## config.mk

```make
export PLATFORM = sky130hd
export DESIGN_NAME = sync_trigger_clock_generator
export DESIGN_NICKNAME = d
export VERILOG_FILES = /design/src/design/stc_pkg.sv /design/src/design/sync_trigger_clock_generator.sv /design/src/design/stc_lane.sv
export SDC_FILE = /design/constraint.sdc
export NUM_CORES = 2
export LEC_CHECK = 0
export BUFFER_PORTS_ARGS = -buffer_cell sky130_fd_sc_hd__buf_2
export CAP_MARGIN = 5
export CORE_ASPECT_RATIO = 0.5
export CORE_MARGIN = 2
export CORE_UTILIZATION = 45
export DETAILED_ROUTE_END_ITERATION = 6
export PLACE_DENSITY = 0.75
export SETUP_SLACK_MARGIN = 0.02
export SLEW_MARGIN = 20
export SYNTH_ARGS = -nofsm -noshare
export SYNTH_HDL_FRONTEND = slang
export SYNTH_HIERARCHICAL = 1
export SYNTH_SLANG_ARGS = --single-unit
export TNS_END_PERCENT = 30
```

## constraint.sdc

```tcl
create_clock -name i_clk -period 5.32 [get_ports i_clk]
set_input_delay 1.596 -clock i_clk [delete_from_list [all_inputs] [get_ports i_clk]]
set_output_delay 1.596 -clock i_clk [all_outputs]
set_load 0.02 [all_outputs]
```

## src/design/stc_pkg.sv

```systemverilog
// ----------------------------------------------------------------------------
// stc_pkg
// shared types and constants for the sync trigger clock generator
// ----------------------------------------------------------------------------
package stc_pkg;

    // register and field widths
    localparam int CHAN_CFG_W = 38;
    localparam int SRC_CFG_W  = 10;
    localparam int ELAPSED_W  = 32;
    localparam int MS_W       = 16;
    localparam int FORM_W     = 3;
    localparam int ID_W       = 3;

    localparam logic [CHAN_CFG_W-1:0] CHAN_CFG_RESET = 38'h00_0040_0000;

    // channel register layout
    localparam int CFG_ACTIVE_BIT = 0;
    localparam int CFG_DELAY_LSB  = 1;
    localparam int CFG_FORM_LSB   = 17;
    localparam int CFG_PULSE_LSB  = 20;
    localparam int CFG_STOP_BIT   = 36;
    localparam int CFG_CLK_BIT    = 37;

    // source register layout
    localparam int SRC_START_LSB = 0;
    localparam int SRC_STOP_LSB  = 3;
    localparam int SRC_EVENT_LSB = 6;
    localparam int SRC_EVEN_BIT  = 9;

    // channel output forms
    localparam logic [FORM_W-1:0] FORM_FALL_TRIG = 3'd0;
    localparam logic [FORM_W-1:0] FORM_RISE_TRIG = 3'd1;
    localparam logic [FORM_W-1:0] FORM_FALL_EDGE = 3'd2;
    localparam logic [FORM_W-1:0] FORM_RISE_EDGE = 3'd3;
    localparam logic [FORM_W-1:0] FORM_ANY_EDGE  = 3'd4;
    localparam logic [FORM_W-1:0] FORM_FALL_CLK  = 3'd5;
    localparam logic [FORM_W-1:0] FORM_RISE_CLK  = 3'd6;
    localparam logic [FORM_W-1:0] FORM_SEQUENCE  = 3'd7;

    // request kinds
    localparam logic [1:0] REQ_TICK  = 2'd0;
    localparam logic [1:0] REQ_CLOCK = 2'd1;
    localparam logic [1:0] REQ_EVENT = 2'd2;

    typedef enum logic [2:0] {
        MSG_NONE    = 3'd0,
        MSG_STARTED = 3'd1,
        MSG_STOPPED = 3'd2,
        MSG_EVENT   = 3'd3,
        MSG_UNUSED  = 3'd4
    } t_msg;

    // per-beat control broadcast to every channel lane
    typedef struct packed {
        logic                 tick;     // tick with the ms counter live
        logic                 running;  // run flag before this beat
        logic                 clock;    // clock timer expiry
        logic [ID_W-1:0]      clock_ch; // channel of the expiry
        logic                 start;    // run starts on this beat
        logic                 stop;     // run stops on this beat
        logic [ELAPSED_W-1:0] elapsed;  // ms value the lanes compare against
    } t_lane_ctrl;

endpackage

```

## src/design/sync_trigger_clock_generator.sv

```systemverilog
// ----------------------------------------------------------------------------
// sync_trigger_clock_generator
// multi-channel measurement sync output generator (triggers, edges, clocks)
// ----------------------------------------------------------------------------
//
//  channel | direction | handshake            | payload
//  --------+-----------+----------------------+-------------------------------
//  in      | sink      | i_in_valid/o_in_stall| i_req_type, i_channel, i_source
//  out     | source    | o_out_valid/i_out_stall | o_levels, o_message,
//          |           |                      | o_message_source
//  cfg     | sink      | i_cfg_valid/o_cfg_ready | i_cfg_index, i_cfg_data
//
//  one beat per cycle sustained while i_out_stall is low; a beat waits in the input register,
//  then its result lands in the output register when the beat advances
//  the output register and the input register form two stages, so a new beat
//  is taken while a finished result waits; stall on the output backs up into
//  o_in_stall only once both stages hold a beat
//  synchronous active-low reset: not running, ms counter zero, all levels
//  high, channel settings at their reset value, source settings zero
//  config writes are always ready and take effect on the edge they land
//
module sync_trigger_clock_generator #(
    parameter int NUM_CHANNELS = 7
) (
    input  logic                                i_clk,
    input  logic                                i_rst_n,

    // request beats
    input  logic                                i_in_valid,
    output logic                                o_in_stall,
    input  logic [1:0]                          i_req_type,
    input  logic [stc_pkg::ID_W-1:0]            i_channel,
    input  logic [stc_pkg::ID_W-1:0]            i_source,

    // result beats
    output logic                                o_out_valid,
    input  logic                                i_out_stall,
    output logic [NUM_CHANNELS-1:0]             o_levels,
    output logic [2:0]                          o_message,
    output logic [stc_pkg::ID_W-1:0]            o_message_source,

    // register writes
    input  logic                                i_cfg_valid,
    output logic                                o_cfg_ready,
    input  logic [$clog2(NUM_CHANNELS+1)-1:0]   i_cfg_index,
    input  logic [stc_pkg::CHAN_CFG_W-1:0]      i_cfg_data
);

    // input stage
    logic                              r_in_valid;
    logic [1:0]                        r_req_type;
    logic [stc_pkg::ID_W-1:0]          r_channel;
    logic [stc_pkg::ID_W-1:0]          r_source;

    // run state
    logic                              r_running;
    logic                              r_ticks_on;
    logic [stc_pkg::ELAPSED_W-1:0]     r_elapsed;
    logic [stc_pkg::SRC_CFG_W-1:0]     r_src_cfg;

    // output stage
    logic                              r_out_valid;
    logic [NUM_CHANNELS-1:0]           r_levels;
    stc_pkg::t_msg                     r_message;
    logic [stc_pkg::ID_W-1:0]          r_message_source;

    logic                              w_advance;
    logic                              w_in_take;
    logic [stc_pkg::ELAPSED_W-1:0]     w_elapsed_inc;
    logic [stc_pkg::ID_W-1:0]          w_start_src;
    logic [stc_pkg::ID_W-1:0]          w_stop_src;
    logic [stc_pkg::ID_W-1:0]          w_event_src;
    logic                              w_event_en;
    stc_pkg::t_msg                     n_message;
    logic                              n_running;
    logic                              n_ticks_on;
    logic [stc_pkg::ELAPSED_W-1:0]     n_elapsed;
    stc_pkg::t_lane_ctrl               w_ctrl;
    logic [NUM_CHANNELS-1:0]           w_level_next;

    // a beat in the input register moves on whenever the output slot frees
    assign w_advance  = r_in_valid && (!r_out_valid || !i_out_stall);
    assign o_in_stall = r_in_valid && !w_advance;
    assign w_in_take  = i_in_valid && !o_in_stall;
    assign o_cfg_ready = 1'b1;

    always_ff @(posedge i_clk) begin
        if (!i_rst_n) begin
            r_in_valid <= 1'b0;
        end else if (w_in_take) begin
            r_in_valid <= 1'b1;
        end else if (w_advance) begin
            r_in_valid <= 1'b0;
        end
    end

    always_ff @(posedge i_clk) begin
        if (w_in_take) begin
            r_req_type <= i_req_type;
            r_channel  <= i_channel;
            r_source   <= i_source;
        end
    end

    // source register fields
    assign w_start_src = r_src_cfg[stc_pkg::SRC_START_LSB +: stc_pkg::ID_W];
    assign w_stop_src  = r_src_cfg[stc_pkg::SRC_STOP_LSB +: stc_pkg::ID_W];
    assign w_event_src = r_src_cfg[stc_pkg::SRC_EVENT_LSB +: stc_pkg::ID_W];
    assign w_event_en  = r_src_cfg[stc_pkg::SRC_EVEN_BIT];

    // ms counter saturates at all ones
    assign w_elapsed_inc = (r_elapsed == '1) ? r_elapsed
                                             : r_elapsed + stc_pkg::ELAPSED_W'(1);

    // source event decode: start/stop sources win over the event source
    always_comb begin
        n_message = stc_pkg::MSG_NONE;
        if (r_req_type == stc_pkg::REQ_EVENT) begin
            if (r_source == w_start_src || r_source == w_stop_src) begin
                if (!r_running) begin
                    if (r_source == w_start_src) begin
                        n_message = stc_pkg::MSG_STARTED;
                    end
                end else if (r_source == w_stop_src) begin
                    n_message = stc_pkg::MSG_STOPPED;
                end
            end else if (w_event_en && r_source == w_event_src) begin
                n_message = stc_pkg::MSG_EVENT;
            end else begin
                n_message = stc_pkg::MSG_UNUSED;
            end
        end
    end

    // next run state
    always_comb begin
        n_running  = r_running;
        n_ticks_on = r_ticks_on;
        n_elapsed  = r_elapsed;
        case (r_req_type)
            stc_pkg::REQ_TICK: begin
                if (r_ticks_on) begin
                    n_elapsed = w_elapsed_inc;
                end
            end
            stc_pkg::REQ_EVENT: begin
                if (n_message == stc_pkg::MSG_STARTED) begin
                    n_running  = 1'b1;
                    n_ticks_on = 1'b1;
                    n_elapsed  = '0;
                end else if (n_message == stc_pkg::MSG_STOPPED) begin
                    n_running = 1'b0;
                    n_elapsed = '0;
                end
            end
            default: begin
                // clock expiries touch only the lanes; code 3 does nothing
            end
        endcase
    end

    // control broadcast to the lanes
    always_comb begin
        w_ctrl.tick     = (r_req_type == stc_pkg::REQ_TICK) && r_ticks_on;
        w_ctrl.running  = r_running;
        w_ctrl.clock    = (r_req_type == stc_pkg::REQ_CLOCK);
        w_ctrl.clock_ch = r_channel;
        w_ctrl.start    = (n_message == stc_pkg::MSG_STARTED);
        w_ctrl.stop     = (n_message == stc_pkg::MSG_STOPPED);
        // ticks compare against the counter after the increment
        w_ctrl.elapsed  = w_ctrl.tick ? w_elapsed_inc : r_elapsed;
    end

    for (genvar g = 0; g < NUM_CHANNELS; g++) begin : g_lane
        stc_lane #(
            .LANE_IDX (g)
        ) u_lane (
            .i_clk        (i_clk),
            .i_rst_n      (i_rst_n),
            .i_cfg_we     (i_cfg_valid && (int'(i_cfg_index) == g)),
            .i_cfg_data   (i_cfg_data),
            .i_advance    (w_advance),
            .i_ctrl       (w_ctrl),
            .o_level_next (w_level_next[g])
        );
    end

    always_ff @(posedge i_clk) begin
        if (!i_rst_n) begin
            r_running  <= 1'b0;
            r_ticks_on <= 1'b0;
            r_elapsed  <= '0;
        end else if (w_advance) begin
            r_running  <= n_running;
            r_ticks_on <= n_ticks_on;
            r_elapsed  <= n_elapsed;
        end
    end

    always_ff @(posedge i_clk) begin
        if (!i_rst_n) begin
            r_src_cfg <= '0;
        end else if (i_cfg_valid && (int'(i_cfg_index) == NUM_CHANNELS)) begin
            r_src_cfg <= i_cfg_data[stc_pkg::SRC_CFG_W-1:0];
        end
    end

    // output register
    always_ff @(posedge i_clk) begin
        if (!i_rst_n) begin
            r_out_valid <= 1'b0;
        end else if (w_advance) begin
            r_out_valid <= 1'b1;
        end else if (!i_out_stall) begin
            r_out_valid <= 1'b0;
        end
    end

    always_ff @(posedge i_clk) begin
        if (w_advance) begin
            r_levels         <= w_level_next;
            r_message        <= n_message;
            r_message_source <= (n_message == stc_pkg::MSG_NONE) ? '0 : r_source;
        end
    end

    assign o_out_valid      = r_out_valid;
    assign o_levels         = r_levels;
    assign o_message        = r_message;
    assign o_message_source = r_message_source;

`ifndef SYNTHESIS
    a_start_sets_run: assert property (@(posedge i_clk) disable iff (!i_rst_n)
        (w_advance && n_message == stc_pkg::MSG_STARTED)
        |=> (r_running && r_ticks_on && r_elapsed == '0))
        else $error("run flag not set after start");

    a_stop_clears_run: assert property (@(posedge i_clk) disable iff (!i_rst_n)
        (w_advance && n_message == stc_pkg::MSG_STOPPED)
        |=> (!r_running && r_elapsed == '0))
        else $error("run flag not cleared after stop");

    a_elapsed_only_on_tick: assert property (@(posedge i_clk) disable iff (!i_rst_n)
        (w_advance && r_req_type != stc_pkg::REQ_TICK
         && n_message != stc_pkg::MSG_STARTED && n_message != stc_pkg::MSG_STOPPED)
        |=> $stable(r_elapsed))
        else $error("ms counter moved without a tick");

    a_silent_source_zero: assert property (@(posedge i_clk) disable iff (!i_rst_n)
        (r_out_valid && r_message == stc_pkg::MSG_NONE) |-> (r_message_source == '0))
        else $error("source reported without a message");
`endif

endmodule

```

## src/design/stc_lane.sv

```systemverilog
// ----------------------------------------------------------------------------
// stc_lane
// one output channel: settings register, level register, next-level logic
// ----------------------------------------------------------------------------
module stc_lane #(
    parameter int LANE_IDX = 0
) (
    input  logic                            i_clk,
    input  logic                            i_rst_n,
    input  logic                            i_cfg_we,
    input  logic [stc_pkg::CHAN_CFG_W-1:0]  i_cfg_data,
    input  logic                            i_advance,
    input  stc_pkg::t_lane_ctrl             i_ctrl,
    output logic                            o_level_next
);

    logic [stc_pkg::CHAN_CFG_W-1:0] r_cfg;
    logic                           r_level;

    logic                           w_active;
    logic [stc_pkg::MS_W-1:0]       w_delay;
    logic [stc_pkg::FORM_W-1:0]     w_form;
    logic [stc_pkg::MS_W-1:0]       w_pulse;
    logic                           w_stoptrig;
    logic                           w_clk_en;
    logic [stc_pkg::MS_W:0]         w_pulse_end;
    logic                           w_past_delay;
    logic                           w_run_pulse;
    logic                           w_stop_pulse;
    logic                           w_clock_hit;
    logic [stc_pkg::FORM_W-1:0]     w_new_form;
    logic                           n_level;
    logic                           n_cfg_level;

    assign w_active   = r_cfg[stc_pkg::CFG_ACTIVE_BIT];
    assign w_delay    = r_cfg[stc_pkg::CFG_DELAY_LSB +: stc_pkg::MS_W];
    assign w_form     = r_cfg[stc_pkg::CFG_FORM_LSB +: stc_pkg::FORM_W];
    assign w_pulse    = r_cfg[stc_pkg::CFG_PULSE_LSB +: stc_pkg::MS_W];
    assign w_stoptrig = r_cfg[stc_pkg::CFG_STOP_BIT];
    assign w_clk_en   = r_cfg[stc_pkg::CFG_CLK_BIT];

    // pulse window is (delay, delay + pulse]
    assign w_pulse_end  = {1'b0, w_delay} + {1'b0, w_pulse};
    assign w_past_delay = i_ctrl.elapsed >= stc_pkg::ELAPSED_W'(w_delay);
    assign w_run_pulse  = (i_ctrl.elapsed > stc_pkg::ELAPSED_W'(w_delay))
                       && (i_ctrl.elapsed <= stc_pkg::ELAPSED_W'(w_pulse_end));
    assign w_stop_pulse = (i_ctrl.elapsed != '0)
                       && (i_ctrl.elapsed <= stc_pkg::ELAPSED_W'(w_pulse));
    assign w_clock_hit  = i_ctrl.clock && (int'(i_ctrl.clock_ch) == LANE_IDX);

    always_comb begin
        n_level = r_level;
        if (i_ctrl.tick && w_active) begin
            if (i_ctrl.running) begin
                if (w_past_delay && (w_form inside {stc_pkg::FORM_FALL_TRIG,
                                                    stc_pkg::FORM_RISE_TRIG})) begin
                    n_level = w_run_pulse ? w_form[0] : ~w_form[0];
                end
            end else if (w_stoptrig) begin
                n_level = w_stop_pulse ? (w_form != stc_pkg::FORM_FALL_TRIG)
                                       : (w_form == stc_pkg::FORM_FALL_TRIG);
            end
        end
        if (w_clock_hit && i_ctrl.running && w_active && w_clk_en && w_past_delay
            && !(w_form inside {stc_pkg::FORM_FALL_EDGE, stc_pkg::FORM_RISE_EDGE,
                                stc_pkg::FORM_SEQUENCE})) begin
            n_level = ~r_level;
        end
        if (i_ctrl.start && w_active
            && (w_form inside {stc_pkg::FORM_FALL_EDGE, stc_pkg::FORM_RISE_EDGE})) begin
            n_level = ~r_level;
        end
        if (i_ctrl.stop) begin
            case (w_form)
                stc_pkg::FORM_FALL_TRIG,
                stc_pkg::FORM_FALL_EDGE,
                stc_pkg::FORM_FALL_CLK: n_level = 1'b1;
                stc_pkg::FORM_ANY_EDGE: n_level = r_level;
                default:                n_level = 1'b0;
            endcase
        end
    end

    // idle level of the form being written
    assign w_new_form = i_cfg_data[stc_pkg::CFG_FORM_LSB +: stc_pkg::FORM_W];

    always_comb begin
        case (w_new_form)
            stc_pkg::FORM_FALL_TRIG,
            stc_pkg::FORM_FALL_EDGE,
            stc_pkg::FORM_FALL_CLK: n_cfg_level = 1'b1;
            stc_pkg::FORM_ANY_EDGE: n_cfg_level = r_level;
            default:                n_cfg_level = 1'b0;
        endcase
    end

    always_ff @(posedge i_clk) begin
        if (!i_rst_n) begin
            r_cfg   <= stc_pkg::CHAN_CFG_RESET;
            r_level <= 1'b1;
        end else if (i_cfg_we) begin
            r_cfg   <= i_cfg_data;
            r_level <= n_cfg_level;
        end else if (i_advance) begin
            r_level <= n_level;
        end
    end

    assign o_level_next = n_level;

endmodule
```

After elaboration in Yosys (flattened, before gate mapping)
Index checks and enable logic that the tools add are counted.
{"block": "classes", "n_eq_ne": 76, "reduce_logical": 179, "magnitude_cmp": 28, "add_sub_neg": 8, "bitwise_logic": 14, "n_mux": 103}
{"cell": "greater-or-equal comparator 32 x 16 -> 1 bit", "count": 7}
{"cell": "greater-than comparator 32 x 16 -> 1 bit", "count": 7}
{"cell": "less-or-equal comparator 32 x 16 -> 1 bit", "count": 7}
{"cell": "less-or-equal comparator 32 x 17 -> 1 bit", "count": 7}
{"cell": "2-to-1 mux 32 bit", "count": 5}
{"cell": "adder 16 x 16 -> 17 bit", "count": 7}
{"cell": "logical AND 1 bit", "count": 97}
{"cell": "== test 3 bit (second input constant)", "count": 31}
{"cell": "2-to-1 mux 1 bit", "count": 84}
{"cell": "case mux 32 bit (2 select lines)", "count": 1}
{"cell": "== test 3 x 2 -> 1 bit (second input constant)", "count": 20}
{"cell": "nonzero test 2 bit", "count": 24}
{"cell": "nonzero test 3 bit", "count": 14}
{"cell": "zero test 3 bit", "count": 11}
{"cell": "adder 32 x 1 -> 32 bit (second input constant)", "count": 1}
{"cell": "== test 32 bit (second input constant)", "count": 1}
{"cell": "nonzero test 32 bit", "count": 1}
{"cell": "== test 3 x 1 -> 1 bit (second input constant)", "count": 9}
{"cell": "OR reduction 3 bit", "count": 8}
{"cell": "inequality test 2 bit (second input constant)", "count": 8}
{"cell": "case mux 1 bit (2 select lines)", "count": 8}
{"cell": "inverter 1 bit", "count": 14}
{"cell": "AND reduction 2 bit", "count": 7}
{"cell": "2-to-1 mux 3 bit", "count": 4}
{"cell": "11 further kinds", "count": 25}
{"block": "word_totals", "inputBits": 54, "reg_bits": 340, "out_inout_bits": 16, "word_cells": 434}

Depth between registers and ports, before layout
{"block": "depth", "depth_word": 14, "ltp_mapped": 22, "mapped_depth_nobuf": 22}

Hierarchy
The synthesis kept the hierarchy.
{"module": "sync_trigger_clock_generator", "seq_area_each_um2": 1551.5, "n_inst": 1, "area_per_inst_um2": 3832.4, "cells_per_inst": 446}
{"module": "stc_lane at g_lane[5].u_lane", "seq_area_each_um2": 780.7, "n_inst": 1, "area_per_inst_um2": 3686.0, "cells_per_inst": 427}
{"module": "stc_lane at g_lane[6].u_lane", "seq_area_each_um2": 780.7, "n_inst": 1, "area_per_inst_um2": 3682.3, "cells_per_inst": 437}
{"module": "stc_lane at g_lane[0].u_lane", "seq_area_each_um2": 780.7, "n_inst": 1, "area_per_inst_um2": 3617.2, "cells_per_inst": 414}
{"module": "stc_lane at g_lane[2].u_lane", "seq_area_each_um2": 780.7, "n_inst": 1, "area_per_inst_um2": 3589.7, "cells_per_inst": 417}
{"module": "stc_lane at g_lane[3].u_lane", "seq_area_each_um2": 780.7, "n_inst": 1, "area_per_inst_um2": 3588.4, "cells_per_inst": 411}
{"module": "stc_lane at g_lane[4].u_lane", "seq_area_each_um2": 780.7, "n_inst": 1, "area_per_inst_um2": 3572.2, "cells_per_inst": 418}
{"module": "stc_lane at g_lane[1].u_lane", "seq_area_each_um2": 780.7, "n_inst": 1, "area_per_inst_um2": 3565.9, "cells_per_inst": 413}

Worst setup path after synthesis
OpenSTA, ideal clock, no wires.
{"block": "synth_timing", "path_type": "flip-flop to flip-flop", "start": "register r_elapsed[0] in the netlist's numbering", "end": "register g_lane[0].u_lane.r_level", "t_required_ns": 5.204, "setup_ns": 0.116, "t_arrival_ns": 5.534, "n_path_buf": 2, "synth_period_minus_slack_ns": 5.651, "path_stages_with_launch": 20, "path_slack_ns": -0.331, "path_cell_list": "dfxtp_1 > ha_1 > and3_1 > and3_1 > buf_4 > o31a_4 > buf_6 > and3_4 > nand2_1 > xnor2_1 > ha_1 > a21oi_1 > nand2_1 > a211o_1 > or4_4 > a2111oi_4 > mux2i_1 > a2111oi_2 > o31a_1 > o211a_1"}
{"item": "from (decl)", "line_no": "sync_trigger_clock_generator.sv:58", "text": "logic [stc_pkg::ELAPSED_W-1:0] r_elapsed;"}
{"item": "from (signal assigned)", "line_no": "sync_trigger_clock_generator.sv:196", "text": "r_elapsed <= n_elapsed;"}
{"item": "to (signal assigned)", "line_no": "stc_lane.sv:103", "text": "r_level <= n_cfg_level;"}
{"item": "to (signal assigned)", "line_no": "stc_lane.sv:105", "text": "r_level <= n_level;"}
{"item": "to (decl)", "line_no": "stc_lane.sv:18", "text": "logic r_level;"}

==> reports/results.txt <==
Register Area: 0.007017 mm²
Status: finished, final reports clean
Clock Latency Late Sink: 0.55 ns
Min-Delay Startpoint: r_ticks_on
Area share of and/or/nand/nor cells after synthesis: 22.68%
Die Wd: 363.8 µm
Core Box Area: 0.06352 mm²
Hold WC Path Type: reg2reg
Syn nets: 3900
Global router's overall resource usage: 27.50%
Critical Path AT: 5.56 ns
Nets: 4007
Hold slack: 0.4726 ns
Worst Hold Path EP: r_ticks_on
Most frequent cell after synthesis: ha_1
Vias in the first global route: 25.11k
Crit. End Element: register
Drt total wl: 94650 µm
Worst EP required: 5.76 ns
Ys Warns: 6
Ports: 70
Initial DRC Count: 2464
Sequential fraction of the synthesis area: 24.08%
XOR/XNOR Fraction of Synth Area: 4.149%
CTS max path bufs: 3
Post-route DRC: 0
First-pass GRT wire length: 142700 µm
Initial antenna violation count: 4
Final min period: 5.121 ns
Max Transition Viols Final: 0
Final Cycle Share: 96.25%
Vias: 26.42k
FFs w/ async S/R, synth: 0%
Synthesized instance count: 3383
Power consumption: 6.483 mW
Pre-CTS setup slack: 0.08597 ns
Synth area leader: dfxtp_1
Number of flops mapped to enable cells by yosys: 21
Via density: 6.015
Largest family of logic cells by synthesized area: simple AND/OR/NAND/NOR gates
RePlAce Congestion: 0.9463
Unrepaired setup endpoints after global routing: no
Pin count of the biggest net entering global routing: 239
Cell Rows: 65
Layout Utilization: 51.62%
Reg2Reg Depth: 17
Main synth FF type: dfxtp_1
Compound-Gate Fraction of Synth Area: 15.00%
Crit start category: register
Max-cap violations: 0
Ranking of synthesized cells by area: dfxtp_1 22%, ha_1 20%, mux2i_1 9.1%, nor2b_1 6.3%, a21oi_1 3.7%
Die area: 0.06692 mm²
Adder-Cell Fraction of Synth Area: 20.06%
Clock slew seen by the registers of the worst setup and hold paths: 0.06 ns
Total CTS buffers: 38
Peak VDD IR: 0.1942 mV
Netlist cell types: 109
Initial Util: 45.87%
Fill count: 5717
Reg2Reg Launch Point: r_elapsed[0]
Final-report setup violation count: 0
Max FO, Critical Path: 10
Routed Antenna Nets: 0
CTS root buf: clkbuf_16
Slew HR: 19.67%
Fmax: 0.1953 GHz
CTS tree: done
Layout cell share with drive strength beyond 1: 9.602%
Multiplexer share of the synthesized area: 9.143%
FF-to-FF setup slack: 0.20 ns
Clock skew: 0.01234 ns
Multi-input gate area: 0.02103 mm²
Worst-margin pin slew: 1.201 ns
Yosys top cell area share: 21.92%
Clk sinks: 340
Worst R2R End: g_lane[0].u_lane/r_level
Critical path class: reg2reg
Final WS setup: 0.1994 ns
Synthesized area per cell: 8.612 µm²
Area grow syn2layout: 12.54%
Hold depth: 1
Detailed placement HPWL: 65200 µm
Setup TNS: 0 ns
Post-Syn Area: 0.02913 mm²
Grt ovf: 0
WL per Instance: 21.54 µm
#FFs+latches synth: 340
Most frequent cells after synthesis: 456 x ha_1, 319 x dfxtp_1, 295 x nor2b_1
PortBufs: 68
DRT Pass-1 Iters: 6
Hold Fails Final Rpt: 0
H-tree levels: 2
P per Cell Area: 197.7 mW/mm²
Die Ht: 183.9 µm
Leak pwr: 13.20 nW
routing by layer:
| layer | wire length (µm) | share of wire (%) | track usage (%) |
|---|---|---|---|
| met5 | 13 | 0.014 | 0 |
| met4 | 5413 | 5.7 | 14.80 |
| met2 | 39790 | 42 | 42.39 |
| met1 | 41120 | 43 | 36.55 |
| met3 | 8309 | 8.8 | 4.909 |
cells by family after synthesis:
family | count (synthesis)
xor+xnor | 138
buf+inv | 355
flops | 340
simple gates | 1175
fa+ha+maj | 463
mux | 266
compound gates | 645
other cells | 1
registers in the layout (all words and copies together), names as in the netlist:
register and count:
r_elapsed 32, g_lane.u_lane/r_cfg 266, r_req_type 2, g_lane.u_lane/r_level 7, r_in_valid 1, r_src_cfg 10
o_message_source 3, o_message 3, r_source 3, o_out_valid 1, r_ticks_on 1, o_levels 7
r_running 1, r_channel 3
cell type report:
type | instances | share of cell area [%]
multi-input combinational | 2688 | 64.14
tap | 871 | 3.324
clock buffer | 49 | 3.408
timing repair buffer | 154 | 3.828
clock inverter | 21 | 0.8205
sequential | 340 | 21.40
inverter | 268 | 3.068
antenna | 2 | 0.01526
report_power, final:
group	switching, mW	total (mW)	internal (mW)
clock network	1.21	2.96	1.74
registers	0.0607	2.69	2.63
logic	0.514	0.834	0.320
how the worst max path moves through the flow:
stage | from | end | cells after the start
after global routing | g_lane[0].u_lane/r_cfg[1] | g_lane[0].u_lane/r_level | 22
after detailed placement | g_lane[0].u_lane/r_cfg[1] | g_lane[0].u_lane/r_level | 22
final | r_elapsed[0] | g_lane[0].u_lane/r_level | 17
after floorplan | r_elapsed[0] | g_lane[0].u_lane/r_level | 17
after global placement | g_lane[0].u_lane/r_cfg[1] | g_lane[0].u_lane/r_level | 22
after CTS | g_lane[0].u_lane/r_cfg[1] | g_lane[0].u_lane/r_level | 22
what timing repair did:
item / 4_1_cts / 5_1_grt
resized for setup: 0 / 13
endpoints found under the setup margin: 0 / 10
buffers inserted: 0 / 12
hold buffers: 0 / 0
layout by cell type (no fill, tap or decap), types with 9 or more instances in the layout:
cell type	instances
or3_1	32
o21bai_1	9
or4_1	9
or2_2	19
xnor2_1	38
dfxtp_1	319
inv_1	265
mux2i_1	265
nor3_1	51
nand2b_1	33
nand4b_1	9
a211oi_1	17
o211ai_1	43
nand3b_1	12
a21boi_0	14
buf_12	21
o21a_1	34
a31oi_1	29
nor4_1	67
o21ai_1	19
o21ai_0	86
a21oi_1	211
a211o_1	12
ha_1	454
xor2_1	85
edfxtp_1	21
buf_2	67
nand3_1	77
buf_4	65
nand4_1	106
and3_1	36
nand2_1	197
nor2b_1	295
nor2_1	142
and2_1	10
clkbuf_16	42
o31a_1	10
o31ai_1	18
and4_1	19
a21o_1	36
critical path: stages (launching register included):
cell and delay, ns:
dfxtp_1 0.36, ha_1 0.23, and3_1 0.22, and3_1 0.31, and3_1 0.29, nor2_1 0.16, nand2_1 0.11, xnor2_2 0.81
buf_12 0.24, ha_1 0.26, o211ai_1 0.10, a2111oi_0 0.13, or4_4 0.51, a2111oi_4 0.41, mux2i_1 0.27, a2111oi_2 0.09
o31a_1 0.26, o211a_1 0.22
through the flow:
step           area (µm²)  cells
2_1_floorplan       29160   3383
3_3_place_gp        31200   4309
3_5_place_dp        31200   4309
4_1_cts             32590   4379
5_1_grt             32790   4393
6_report            32790   4393
Note: power is estimated with default switching activity, not from simulation.
